`config.mk`:
```
export PLATFORM = sky130hd
export DESIGN_NAME = blinds_motor_sequencer_unit
export DESIGN_NICKNAME = d
export VERILOG_FILES = /design/src/bms_pkg.sv /design/src/blinds_motor_sequencer_unit.sv
export VERILOG_INCLUDE_DIRS = /design/src /design/src/src
export SDC_FILE = /design/constraint.sdc
export NUM_CORES = 1
export LEC_CHECK = 0
export ABC_AREA = 1
export ABC_CLOCK_PERIOD_IN_PS = 10900
export BUFFER_PORTS_ARGS = -buffer_cell sky130_fd_sc_hd__clkbuf_2
export CELL_PAD_IN_SITES_DETAIL_PLACEMENT = 1
export CELL_PAD_IN_SITES_GLOBAL_PLACEMENT = 2
export CORE_MARGIN = 1.5
export CORE_UTILIZATION = 43
export DETAILED_ROUTE_END_ITERATION = 16
export PLACE_DENSITY = 0.9
export SETUP_SLACK_MARGIN = 0.1
export SLEW_MARGIN = 10
export SYNTH_ARGS = -nofsm -noshare
export SYNTH_HDL_FRONTEND = slang
export SYNTH_SLANG_ARGS = --single-unit
```
`constraint.sdc`:
```
create_clock -name clk -period 10.9 [get_ports clk]
set_input_delay 1.635 -clock clk [delete_from_list [all_inputs] [get_ports clk]]
set_output_delay 1.635 -clock clk [all_outputs]
set_load 0.01 [all_outputs]
```
`src/blinds_motor_sequencer_unit_macros.svh`:
```
// Assertion macros for the blinds motor sequencer.
// Used by blinds_motor_sequencer_unit.sv; expects clk and rst_n in scope.
`ifndef BLINDS_MOTOR_SEQUENCER_UNIT_MACROS_SVH
`define BLINDS_MOTOR_SEQUENCER_UNIT_MACROS_SVH
`ifndef SYNTHESIS
// same-cycle implication
`define BMS_ASSERT_IMP(lbl, ante, cons) \
  lbl: assert property (@(posedge clk) disable iff (!rst_n) (ante) |-> (cons)) \
    else $error("bms assertion failed");
// next-cycle implication
`define BMS_ASSERT_NXT(lbl, ante, cons) \
  lbl: assert property (@(posedge clk) disable iff (!rst_n) (ante) |=> (cons)) \
    else $error("bms assertion failed");
`else
`define BMS_ASSERT_IMP(lbl, ante, cons)
`define BMS_ASSERT_NXT(lbl, ante, cons)
`endif
`endif

```
`src/bms_pkg.sv`:
```
// Types and constants for the blinds motor sequencer.
// No dependencies.
package bms_pkg;

  typedef enum logic [3:0] {
    MODE_STOP        = 4'd0,
    MODE_PAUSED      = 4'd1,
    MODE_LAUNCH_DOWN = 4'd2,
    MODE_GOING_DOWN  = 4'd3,
    MODE_FULLY_DOWN  = 4'd4,
    MODE_REV_TO_UP   = 4'd5,
    MODE_LAUNCH_UP   = 4'd6,
    MODE_GOING_UP    = 4'd7,
    MODE_FULLY_UP    = 4'd8,
    MODE_REV_TO_DOWN = 4'd9
  } mode_t;

  // configuration register indexes
  localparam logic CFG_TRAVEL_TIME   = 1'b0;
  localparam logic CFG_REVERSE_DELAY = 1'b1;

  localparam logic [15:0] TRAVEL_TIME_RST   = 16'd30;
  localparam logic [15:0] REVERSE_DELAY_RST = 16'd500;

  // floor(ms / 1000) == (ms * RECIP_1000) >> RECIP_SHIFT for any 32-bit ms
  localparam int          MS_W        = 32;
  localparam int          SEC_W       = 23;  // 2^32 / 1000 fits in 23 bits
  localparam int          PROD_W      = 61;
  localparam logic [28:0] RECIP_1000  = 29'd274877907;
  localparam int          RECIP_SHIFT = 38;

endpackage

```
`src/blinds_motor_sequencer_unit.sv`:
```
// Blinds motor sequencer top level: poll register, sequencer update, result beat.
// Depends on bms_pkg and blinds_motor_sequencer_unit_macros.svh.
//
//  channel | dir | handshake          | payload
//  --------+-----+--------------------+--------------------------------------------
//  in_     | in  | tvalid/tready      | tdata: up_level, down_level, now_ms
//  out_    | out | tvalid/tready      | tdata: relay_power, relay_direction, mode_code
//  cfg_    | in  | wr_en, no wait     | addr: register index, data: 16-bit value
//
// One beat per cycle sustained while out_tready is high; a result beat is valid once its
// poll has passed the poll register (loaded at the accepting edge) and then the sequencer
// state, which is also the result register.
// The seconds value of now_ms comes from a reciprocal multiply ahead of the poll
// register; the mode, start stamp and relay registers all feed back into the sequencer.
// Synchronous active-low reset: stop mode, relays off, both beat slots empty.
// A stalled result holds the state; one more poll waits in the poll register.
`include "blinds_motor_sequencer_unit_macros.svh"

module blinds_motor_sequencer_unit (
  input  logic        clk,
  input  logic        rst_n,
  // input channel
  input  logic        in_tvalid,
  output logic        in_tready,
  input  logic [39:0] in_tdata,   // [0] up_level, [1] down_level, [33:2] now_ms, rest 0
  // result channel
  output logic        out_tvalid,
  input  logic        out_tready,
  output logic [7:0]  out_tdata,  // [0] relay_power, [1] relay_direction, [5:2] mode_code
  // configuration
  input  logic        cfg_wr_en,
  input  logic        cfg_addr,
  input  logic [15:0] cfg_data
);

  // ---------------------------------------------------------------- config
  logic [15:0] travel_time_r;
  logic [15:0] reverse_delay_r;

  always_ff @(posedge clk) begin
    if (!rst_n) begin
      travel_time_r   <= bms_pkg::TRAVEL_TIME_RST;
      reverse_delay_r <= bms_pkg::REVERSE_DELAY_RST;
    end else if (cfg_wr_en) begin
      case (cfg_addr)
        bms_pkg::CFG_TRAVEL_TIME:   travel_time_r   <= cfg_data;
        bms_pkg::CFG_REVERSE_DELAY: reverse_delay_r <= cfg_data;
        default: ;
      endcase
    end
  end

  // ---------------------------------------------------------------- handshake
  logic s1_valid_r;
  logic out_valid_r;
  logic advance;     // poll register moves into the sequencer state
  logic in_fire;

  assign advance   = s1_valid_r && (!out_valid_r || out_tready);
  assign in_tready = !s1_valid_r || advance;
  assign in_fire   = in_tvalid && in_tready;

  always_ff @(posedge clk) begin
    if (!rst_n) begin
      s1_valid_r  <= 1'b0;
      out_valid_r <= 1'b0;
    end else begin
      if (in_fire)      s1_valid_r <= 1'b1;
      else if (advance) s1_valid_r <= 1'b0;
      if (advance)         out_valid_r <= 1'b1;
      else if (out_tready) out_valid_r <= 1'b0;
    end
  end

  // ---------------------------------------------------------------- poll register
  logic [bms_pkg::MS_W-1:0]   in_ms;
  logic [bms_pkg::PROD_W-1:0] sec_prod;
  logic [bms_pkg::SEC_W-1:0]  in_sec;

  assign in_ms    = in_tdata[33:2];
  // seconds = ms / 1000 via reciprocal; exact over the full 32-bit range
  assign sec_prod = bms_pkg::PROD_W'(in_ms) * bms_pkg::PROD_W'(bms_pkg::RECIP_1000);
  assign in_sec   = sec_prod[bms_pkg::RECIP_SHIFT +: bms_pkg::SEC_W];

  logic                       s1_up_r;
  logic                       s1_down_r;
  logic [bms_pkg::MS_W-1:0]   s1_ms_r;
  logic [bms_pkg::SEC_W-1:0]  s1_sec_r;

  always_ff @(posedge clk) begin
    if (in_fire) begin
      s1_up_r   <= in_tdata[0];
      s1_down_r <= in_tdata[1];
      s1_ms_r   <= in_ms;
      s1_sec_r  <= in_sec;
    end
  end

  // ---------------------------------------------------------------- sequencer
  bms_pkg::mode_t             mode_r, mode_nxt;
  logic                       prev_up_r, prev_down_r;
  logic [bms_pkg::SEC_W-1:0]  travel_start_r, travel_start_nxt;
  logic [bms_pkg::MS_W-1:0]   reverse_start_r, reverse_start_nxt;
  logic                       power_r, power_nxt;
  logic                       dir_r, dir_nxt;

  logic                       up_edge, down_edge;
  logic [bms_pkg::MS_W-1:0]   travel_elapsed;   // seconds, mod 2^32
  logic [bms_pkg::MS_W-1:0]   reverse_elapsed;  // ms, mod 2^32
  logic                       travel_done, reverse_done;

  assign up_edge         = s1_up_r && !prev_up_r;
  assign down_edge       = s1_down_r && !prev_down_r;
  assign travel_elapsed  = bms_pkg::MS_W'(s1_sec_r) - bms_pkg::MS_W'(travel_start_r);
  assign reverse_elapsed = s1_ms_r - reverse_start_r;
  assign travel_done     = travel_elapsed >= bms_pkg::MS_W'(travel_time_r);
  assign reverse_done    = reverse_elapsed >= bms_pkg::MS_W'(reverse_delay_r);

  // later checks override earlier ones, so a timeout wins
  always_comb begin
    mode_nxt          = mode_r;
    travel_start_nxt  = travel_start_r;
    reverse_start_nxt = reverse_start_r;
    power_nxt         = power_r;
    dir_nxt           = dir_r;
    case (mode_r)
      bms_pkg::MODE_STOP: begin
        power_nxt = 1'b0;
        dir_nxt   = 1'b0;
        mode_nxt  = bms_pkg::MODE_PAUSED;
      end
      bms_pkg::MODE_PAUSED: begin
        if (down_edge) mode_nxt = bms_pkg::MODE_LAUNCH_DOWN;
        if (up_edge)   mode_nxt = bms_pkg::MODE_LAUNCH_UP;
      end
      bms_pkg::MODE_LAUNCH_DOWN: begin
        power_nxt        = 1'b1;
        dir_nxt          = 1'b1;
        travel_start_nxt = s1_sec_r;
        mode_nxt         = bms_pkg::MODE_GOING_DOWN;
      end
      bms_pkg::MODE_GOING_DOWN: begin
        if (down_edge) mode_nxt = bms_pkg::MODE_STOP;
        if (up_edge) begin
          power_nxt         = 1'b0;
          dir_nxt           = 1'b0;
          reverse_start_nxt = s1_ms_r;
          mode_nxt          = bms_pkg::MODE_REV_TO_UP;
        end
        if (travel_done) begin
          power_nxt = 1'b0;
          dir_nxt   = 1'b0;
          mode_nxt  = bms_pkg::MODE_FULLY_DOWN;
        end
      end
      bms_pkg::MODE_FULLY_DOWN: begin
        if (up_edge) mode_nxt = bms_pkg::MODE_LAUNCH_UP;
      end
      bms_pkg::MODE_REV_TO_UP: begin
        if (reverse_done) mode_nxt = bms_pkg::MODE_LAUNCH_UP;
      end
      bms_pkg::MODE_LAUNCH_UP: begin
        power_nxt        = 1'b1;
        dir_nxt          = 1'b0;
        travel_start_nxt = s1_sec_r;
        mode_nxt         = bms_pkg::MODE_GOING_UP;
      end
      bms_pkg::MODE_GOING_UP: begin
        // a down press still cuts relays and stamps time even if up wins
        if (down_edge) begin
          power_nxt         = 1'b0;
          dir_nxt           = 1'b0;
          reverse_start_nxt = s1_ms_r;
          mode_nxt          = bms_pkg::MODE_REV_TO_DOWN;
        end
        if (up_edge) mode_nxt = bms_pkg::MODE_STOP;
        if (travel_done) begin
          power_nxt = 1'b0;
          dir_nxt   = 1'b0;
          mode_nxt  = bms_pkg::MODE_FULLY_UP;
        end
      end
      bms_pkg::MODE_FULLY_UP: begin
        if (down_edge) mode_nxt = bms_pkg::MODE_LAUNCH_DOWN;
      end
      bms_pkg::MODE_REV_TO_DOWN: begin
        if (reverse_done) mode_nxt = bms_pkg::MODE_LAUNCH_DOWN;
      end
      default: mode_nxt = bms_pkg::MODE_STOP;  // unused codes, relays untouched
    endcase
  end

  always_ff @(posedge clk) begin
    if (!rst_n) begin
      mode_r          <= bms_pkg::MODE_STOP;
      prev_up_r       <= 1'b0;
      prev_down_r     <= 1'b0;
      travel_start_r  <= '0;
      reverse_start_r <= '0;
      power_r         <= 1'b0;
      dir_r           <= 1'b0;
    end else if (advance) begin
      mode_r          <= mode_nxt;
      prev_up_r       <= s1_up_r;
      prev_down_r     <= s1_down_r;
      travel_start_r  <= travel_start_nxt;
      reverse_start_r <= reverse_start_nxt;
      power_r         <= power_nxt;
      dir_r           <= dir_nxt;
    end
  end

  // sequencer state doubles as the result register
  assign out_tvalid = out_valid_r;
  assign out_tdata  = {2'b00, mode_r, dir_r, power_r};

  // ---------------------------------------------------------------- checks
  `BMS_ASSERT_NXT(a_state_holds, !advance, $stable(mode_r) && $stable(power_r))
  `BMS_ASSERT_NXT(a_poll_kept, s1_valid_r && !advance, s1_valid_r)
  `BMS_ASSERT_IMP(a_power_modes, power_r,
    mode_r == bms_pkg::MODE_GOING_DOWN || mode_r == bms_pkg::MODE_GOING_UP ||
    mode_r == bms_pkg::MODE_STOP)
  `BMS_ASSERT_IMP(a_down_dir, power_r && mode_r == bms_pkg::MODE_GOING_DOWN, dir_r)

endmodule
```
==> results.cfg, run 1 <==
[die]
start_util_pct = 43.6
dieArea_um2 = 60100
fp.coreArea_um2 = 57800
die_w_um = 245
row_count = 88
dieHeight_um = 245
pin_count = 72

[final_layout]
diodes = 0
nets = 4011
drive_gt1_share_pct = 5.11
fill_cells = 7070
area_growth_syn_to_layout_pct = 7.19

[logic_synthesis]
ys_top_cells_by_count = inv_1 (863), nand2_1 (476), ha_1 (474), fa_1 (300), a21oi_1 (208)
synth_most_common_cell = inv_1
synth.area.top_cells = fa_1 (24%), ha_1 (24%), inv_1 (13%)
synth_top_cell_by_area = fa_1
yosys.area_share.adder_pct = 47.4
synth_xor_area_share_pct = 1.84
ys_types = 44
syn_inst = 3117
synthesis.area_um2 = 25200
synth_compound_area_share_pct = 9.13
ys_ff_latch = 154
ys_seq_area_share_pct = 14.5
synth_simple_gate_area_share_pct = 13.6
synth_top_family_by_area = adder cells
avgSynthCellArea_um2 = 8.09
ys_warn_count = 0
synthMuxAreaShare_pct = 0
synth_top_area_share_pct = 23.8
synth_edf_count = 57
synthArstFlopShare_pct = 0
synth_ff_type = dfxtp_1

[timing]
skew_ps = 7.21
slew_headroom_pct = 40.4
slew_viol_final = 0
hold_violations = 0
period_share_pct = 76.4
setup_tns_ps = 0
worst_slew_pin_slew_ps = 894
max_freq_mhz = 120
hold_slack_ps = 461
setup_violations = 0
rsz0062_at_grt = false
fin_ws_ps = 2570
finalCriticalPeriod_ps = 8330

[grt]
grt_pass1_vias = 22900
grt_pass1_wl_um = 120000
grt_max_degree = 96
gr-total-overflow = 0
grt_antenna_before_repair = 2
grt_use_total_pct = 26.0

[cts]
cts_tree = done
htree_levels = 4
postCtsSetupRepairBufs = 0
root_buffer = clkbuf_16
ctsLongestPathBuffers = 2
cts_num_sinks = 154
cts_buffers = 17
clkLatencyLatePin_ps = 450
hold_buffers = 0
clk_pin_slew_worst_paths_ps = 70
cts_resized = 0

[setup_path]
worstPathMaxFanout = 11
arrival_ps = 8520
start_kind = input port
end_kind = flip-flop
crit_type = input port to flip-flop
path_cells = clkbuf_2 -> ha_1 -> fa_1 -> fa_1 -> inv_1 -> fa_1 -> inv_1 -> fa_1 -> fa_1 -> fa_1 -> inv_1 -> fa_1 -> inv_1 -> ha_1 -> a21o_1 -> a21oi_1 -> o21ai_0 -> a31oi_1 -> nand3_1 -> a21oi_1 -> o21ai_2 -> a21oi_1 -> xnor2_1
slowest_stage = fa_1
critPathMostFrequentCell = fa_1
critPathMaxStageDelay_ps = 550
crit_required_ps = 11090

[route]
detail_route.wl_per_cell_um = 19.1
drc = 0
viasPerCell = 5.14
drtIter0Drc = 793
ant_nets = 0
routed_wl_um = 75400
firstDrtPassIters = 5
vias = 20300

[placement]
port_buffers = 63
post-place-ws_ps = 2210
dpl.hpwl_um = 64800
place_congestion = 0.900

[run_status]
outcome = completed

[hold_path]
worst_hold_path_type = flip-flop to flip-flop

[run]
maxCapViolations = 0
[cell usage in the layout, fill, tap and decap left out, drive strengths merged, types with 3 or more instances in the layout]
cell type	count
nor3	20
a21oi	208
a31oi	21
xnor2	14
nand3	74
edfxtp	57
clkinv	4
o21ai	134
a21o	15
buf	4
inv	885
o21a	4
a211oi	5
nor2	183
and3	3
nand3b	5
dfxtp	97
o211ai	16
xor2	39
clkbuf	80
nand4	18
ha	474
nor4	9
o21bai	11
fa	300
nand2	493
[critical path: cells and delay by family]
kind	cells	cell delay [ps]
XOR/XNOR	1	110
buffers and inverters	5	680
AO/OA/AOI/OAI	7	1540
AND/OR/NAND/NOR	1	290
adder cells (fa/ha/maj)	9	4240
[layout make-up]
type / instances / area [um^2] / share of cell area (%)
multi-input combinational: 2058 / 18100 / 67.2
inverter: 877 / 3290 / 12.2
clock inverter: 15 / 200 / 0.741
sequential: 154 / 3650 / 13.5
timing repair buffer: 67 / 345 / 1.28
clock buffer: 17 / 425 / 1.57
tap: 765 / 957 / 3.54
[state kept, by name (all words and copies together), names as in the netlist, 4 cells and up]
signal           count
s1_ms_r             32
s1_sec_r            23
travel_time_r       16
reverse_delay_r     16
mode_r               4
reverse_start_r     32
travel_start_r      23
[cells by family (layout without fill, tap and decap cells)]
| logic type | after synthesis | count (layout) |
|---|---|---|
| adder cells (fa/ha/maj) | 774 | 774 |
| AND/OR/NAND/NOR | 807 | 807 |
| flip-flops | 154 | 154 |
| XOR/XNOR | 53 | 53 |
| AO/OA/AOI/OAI | 422 | 422 |
| other | 1 | 2 |
| buffers and inverters | 906 | 976 |
[per-layer routing]
metal / up-vias / wire, um / global-route usage, %
met1: 9998 / 32300 / 31.8
met2: 389 / 37400 / 46.9
met4: 0 / 3170 / 11.4
met3: 150 / 2530 / 1.85
met5: - / 0 / 0
li1: 9788 / - / -
[metrics by stage]
step                      area, um^2  util [%]  cells
after global routing           27000      46.7   3953
after global placement         26400      45.7   3921
after detailed placement       26400      45.7   3921
after CTS                      27000      46.7   3953
final                          27000      46.7   3953
after floorplan                25200         -   3118
[path summary, 6_finish.rpt]
kind / start / to / slack, ps / cells after the start
hold / removal: travel_start_r[7] / travel_start_r[7] / 460 / 2
setup reg to reg: s1_ms_r[0] / mode_r[1] / 6810 / 24
hold reg to reg: travel_start_r[7] / travel_start_r[7] / 460 / 2
setup / recovery: in_tdata[18] / s1_sec_r[16] / 2570 / 23
Power of run 1 is left out: the tool's default activity adds up to more than one toggle a clock period on the data nets, which glitch-free logic cannot reach.
==> run 2, diff against run 1 <==
Settings changed: ABC_CLOCK_PERIOD_IN_PS 10900 to 8150, CORE_UTILIZATION 43 to 40, PLACE_DENSITY 0.9 to 0.85.
Clock period 10.9 ns to 8.15 ns, I/O delays scaled along.
==> run 2 against run 1 <==
Effect of this change: first-iteration DRC count decreased by 13%; sequential share of layout area decreased by 0.19 points; setup slack got worse by 2000 ps; global-route usage is 1.7 points lower; non-clock buffer count up 41; die area grew 7.4%; cell area up 1.4%; clock-buffer cell count is the same; core utilization shrank 2.5 points; critical endpoint is now s1_sec_r[13]; largest cell class unchanged.
==> results.cfg, run 2 (same netlist as run 1, synthesis figures left out) <==
[timing]
skew_ps = 9.68
max_freq_mhz = 132
slew_headroom_pct = 40.2
setup_violations = 0
hold_violations = 0
rsz0062_at_grt = false
setup_tns_ps = 0
slew_viol_final = 0
finalCriticalPeriod_ps = 7550
period_share_pct = 92.7
worst_slew_pin_slew_ps = 897

[final_layout]
fill_cells = 7655
final_common_cell = inv_1
final_cell_area_um2 = 27400
reg_top3 = reverse_start_r: 32 flops, s1_ms_r: 32 flops
diodes = 0
drive_gt1_share_pct = 6.32
area_growth_syn_to_layout_pct = 8.69
final_cell_mix = inv_1 (862), nand2_1 (476), ha_1 (474), fa_1 (300), a21oi_1 (208)
nets = 4052

[placement]
dpl.hpwl_um = 66000
place_congestion = 0.897
port_buffers = 63
placed_cell_area_um2 = 26800

[setup_path]
ff2ff_path_depth = 24
end_kind = flip-flop
worstPathMaxFanout = 9
arrival_ps = 7740
path_cells = clkbuf_2 -> ha_1 -> fa_1 -> fa_1 -> inv_1 -> fa_1 -> inv_1 -> fa_1 -> fa_1 -> fa_1 -> inv_1 -> fa_1 -> inv_1 -> ha_1 -> nand2_1 -> nor2_1 -> inv_1 -> nor2_1 -> nand4_1 -> o211ai_1 -> a21boi_0 -> o21ai_0 -> xor2_1
start_kind = input port
critPathMostFrequentCell = fa_1
slowest_stage = fa_1
critPathMaxStageDelay_ps = 560
crit_type = input port to flip-flop
crit_required_ps = 8330

[cts]
cts_resized = 0
ctsLongestPathBuffers = 2
htree_levels = 4
cts_buffers = 17
root_buffer = clkbuf_16
clkLatencyLatePin_ps = 450
postCtsSetupRepairBufs = 0
hold_buffers = 0
cts_tree = done
cts_num_sinks = 154
clk_pin_slew_worst_paths_ps = 70

[route]
vias = 20300
ant_nets = 0
routed_wl_um = 75300
viasPerCell = 4.98
detail_route.wl_per_cell_um = 18.5
firstDrtPassIters = 5
drc = 0
drtIter0Drc = 693

[run_status]
outcome = completed

[hold_path]
whs_path_depth = 2
worst_hold_path_type = flip-flop to flip-flop

[grt]
grtUsageMet2_pct = 44.4
use_met3_pct = 2.27
grt_max_degree = 96
grt_use_met1_pct = 29.7
grt_pass1_vias = 22900
top_usage_layer = met2
grt_pass1_wl_um = 120000
grt_antenna_before_repair = 0
grt_use_total_pct = 24.4
gr-total-overflow = 0

[die]
start_util_pct = 40.7
dieArea_um2 = 64500
dieHeight_um = 254
pin_count = 72
fp.coreArea_um2 = 61900
row_count = 91
die_w_um = 254

[run]
maxCapViolations = 0
## run 2: routing by layer
layer	part of all wire, %	wire length, um
met1	44	32800
met4	3.4	2560
met3	2.9	2200
met5	0	0
met2	50	37800
## run 2: cell type report
class	instances	area, um^2	share of cell area [%]
Sequential cell	154	3650	13.3
Timing Repair Buffer	108	653	2.38
Inverter	877	3290	12.0
Clock inverter	15	179	0.653
Clock buffer	17	425	1.55
Tap cell	837	1050	3.82
Multi-Input combinational cell	2058	18100	66.2
## run 2: per-stage QoR
step                cells  utilization [%]  setup slack [ps]  hold WS [ps]
finish               4066             44.2               598           461
detailed placement   4034             43.3               204           455
floorplan            3118                -              1170           433
global route         4066             44.2               271           489
CTS                  4066             44.2               674           464
global placement     4034             43.3               268           445
## run 2: critical path: cells and delay by family
| kind | cells | cell delay [ps] |
|---|---|---|
| AND/OR/NAND/NOR | 4 | 580 |
| AO/OA/AOI/OAI | 3 | 980 |
| XOR/XNOR | 1 | 110 |
| buffers and inverters | 6 | 550 |
| adder cells (fa/ha/maj) | 9 | 4270 |
## run 2: worst paths after layout
| check | from | endpoint | slack [ps] |
|---|---|---|---|
| setup / recovery | in_tdata[11] | s1_sec_r[13] | 600 |
| hold / removal | reverse_start_r[9] | reverse_start_r[9] | 460 |
| setup reg to reg | s1_ms_r[0] | mode_r[1] | 4020 |
| hold reg to reg | reverse_start_r[9] | reverse_start_r[9] | 460 |
Power of run 2 is left out for the same reason.
==> run 3, diff against run 2 <==
Settings changed: PLACE_DENSITY 0.85 to 0.86.
==> run 3 against run 2 <==
Effect of this change: via count down 0.56%; fmax down 0.28%; setup slack worse by 22 ps; critical path type unchanged; highest routed layer unchanged.
==> results.cfg, run 3 (same netlist as run 1, synthesis figures left out) <==
[final_layout]
fill_cells = 7606
area.sequential_um2 = 3650
area_growth_syn_to_layout_pct = 8.57
utilization_pct = 44.2
reg_top3 = reverse_start_r: 32 flops, s1_ms_r: 32 flops
drive_gt1_share_pct = 6.29
nets = 4051
final_cell_area_um2 = 27400
final_common_cell = inv_1
final_cell_mix = inv_1 (862), nand2_1 (476), ha_1 (474), fa_1 (300), a21oi_1 (208)
multi_input_area_um2 = 18100

[die]
pin_count = 72
dieHeight_um = 254
die_w_um = 254
start_util_pct = 40.7
dieArea_um2 = 64500
fp.coreArea_um2 = 61900
row_count = 91

[timing]
slew_viol_final = 0
slew_headroom_pct = 40.5
skew_ps = 4.63
setup_tns_ps = 0
fin_ws_ps = 576
rsz0062_at_grt = false
finalCriticalPeriod_ps = 7570
setup_violations = 0
hold_violations = 0
worst_slew_pin_slew_ps = 892
max_freq_mhz = 132
period_share_pct = 92.9

[hold_path]
whs_path_depth = 2
worst_hold_path_type = flip-flop to flip-flop
worstHoldStart = travel_start_r[22]
holdPathEnd = travel_start_r[22]

[setup_path]
reg2reg_to = mode_r[0]
arrival_ps = 7760
reg2reg_from = s1_ms_r[0]
crit_type = input port to flip-flop
end_kind = flip-flop
worstPathMaxFanout = 9
ff2ff_path_depth = 24
start_kind = input port
crit_required_ps = 8330
rrSetupSlack_ps = 3950

[run_status]
outcome = completed

[grt]
grt_max_degree = 96
grt_antenna_before_repair = 2
grt_use_total_pct = 24.3
gr-total-overflow = 0
grt_pass1_vias = 22700
grt_pass1_wl_um = 120000

[placement]
dpl.hpwl_um = 65800
place_congestion = 0.904
port_buffers = 63
placed_cell_area_um2 = 26800
post-place-ws_ps = 102

[cts]
cts_buffers = 17
cts_num_sinks = 154
root_buffer = clkbuf_16
clkLatencyLatePin_ps = 440
cts_tree = done
cts_resized = 0
ctsLongestPathBuffers = 2
hold_buffers = 0
postCtsSetupRepairBufs = 0
htree_levels = 4
clk_pin_slew_worst_paths_ps = 70

[route]
viasPerCell = 4.95
detail_route.wl_per_cell_um = 18.4
drtIter0Drc = 691
routed_wl_um = 74800
ant_nets = 0
firstDrtPassIters = 5
vias = 20100
drc = 0

[run]
maxCapViolations = 0
-- run 3: cell types whose count changed in the layout (fill, tap and decap cells not counted) --
cell,previous run,this run
clkinv_4,2,1
clkinvlp_4,2,4
clkinv_8,5,2
diode_2,0,1
inv_6,1,3
buf_4,45,44
-- run 3: metal layers --
layer  vias to the layer above  track usage (%)  routed length (um)
met4                         0             8.03                2310
met2                       231             44.3               37600
met3                        98             1.64                1300
met5                         -                0                   0
met1                      9945             30.2               33700
li1                       9866                -                   -
-- run 3: worst max-delay path by stage --
stage            startpoint            to  slack (ps)  cells after the start
2_1_floorplan   in_tdata[6]  s1_sec_r[20]        1170                     26
3_3_place_gp   in_tdata[18]  s1_sec_r[20]         200                     23
3_5_place_dp   in_tdata[18]  s1_sec_r[16]         100                     24
4_1_cts        in_tdata[12]  s1_sec_r[22]         590                     24
5_1_grt        in_tdata[24]  s1_sec_r[20]         370                     26
6_report       in_tdata[12]  s1_sec_r[13]         580                     23
-- run 3: metrics by stage --
stage	hold WS, ps	cells
5_1_grt	482	4065
6_report	459	4066
3_5_place_dp	452	4033
4_1_cts	462	4065
3_3_place_gp	444	4033
2_1_floorplan	433	3118
-- run 3: area by class of cell --
class	instances	area share (%)
clock inverter	15	0.562
sequential	154	13.3
antenna	1	0.00914
multi-input combinational	2058	66.3
clock buffer	17	1.55
inverter	877	12.0
tap	837	3.83
timing repair buffer	107	2.36
-- run 3: critical path, stage by stage --
cell	delay (ps)
clkbuf_2	330
ha_1	330
fa_1	450
fa_1	560
inv_1	60
fa_1	500
inv_1	50
fa_1	530
fa_1	460
fa_1	570
inv_1	60
fa_1	550
inv_1	60
ha_1	320
nand2_1	100
nor2_1	200
inv_1	90
nor2_1	180
nand4_1	110
o211ai_1	400
a21boi_0	140
o21ai_0	340
xor2_1	120
Power of run 3 is left out for the same reason.
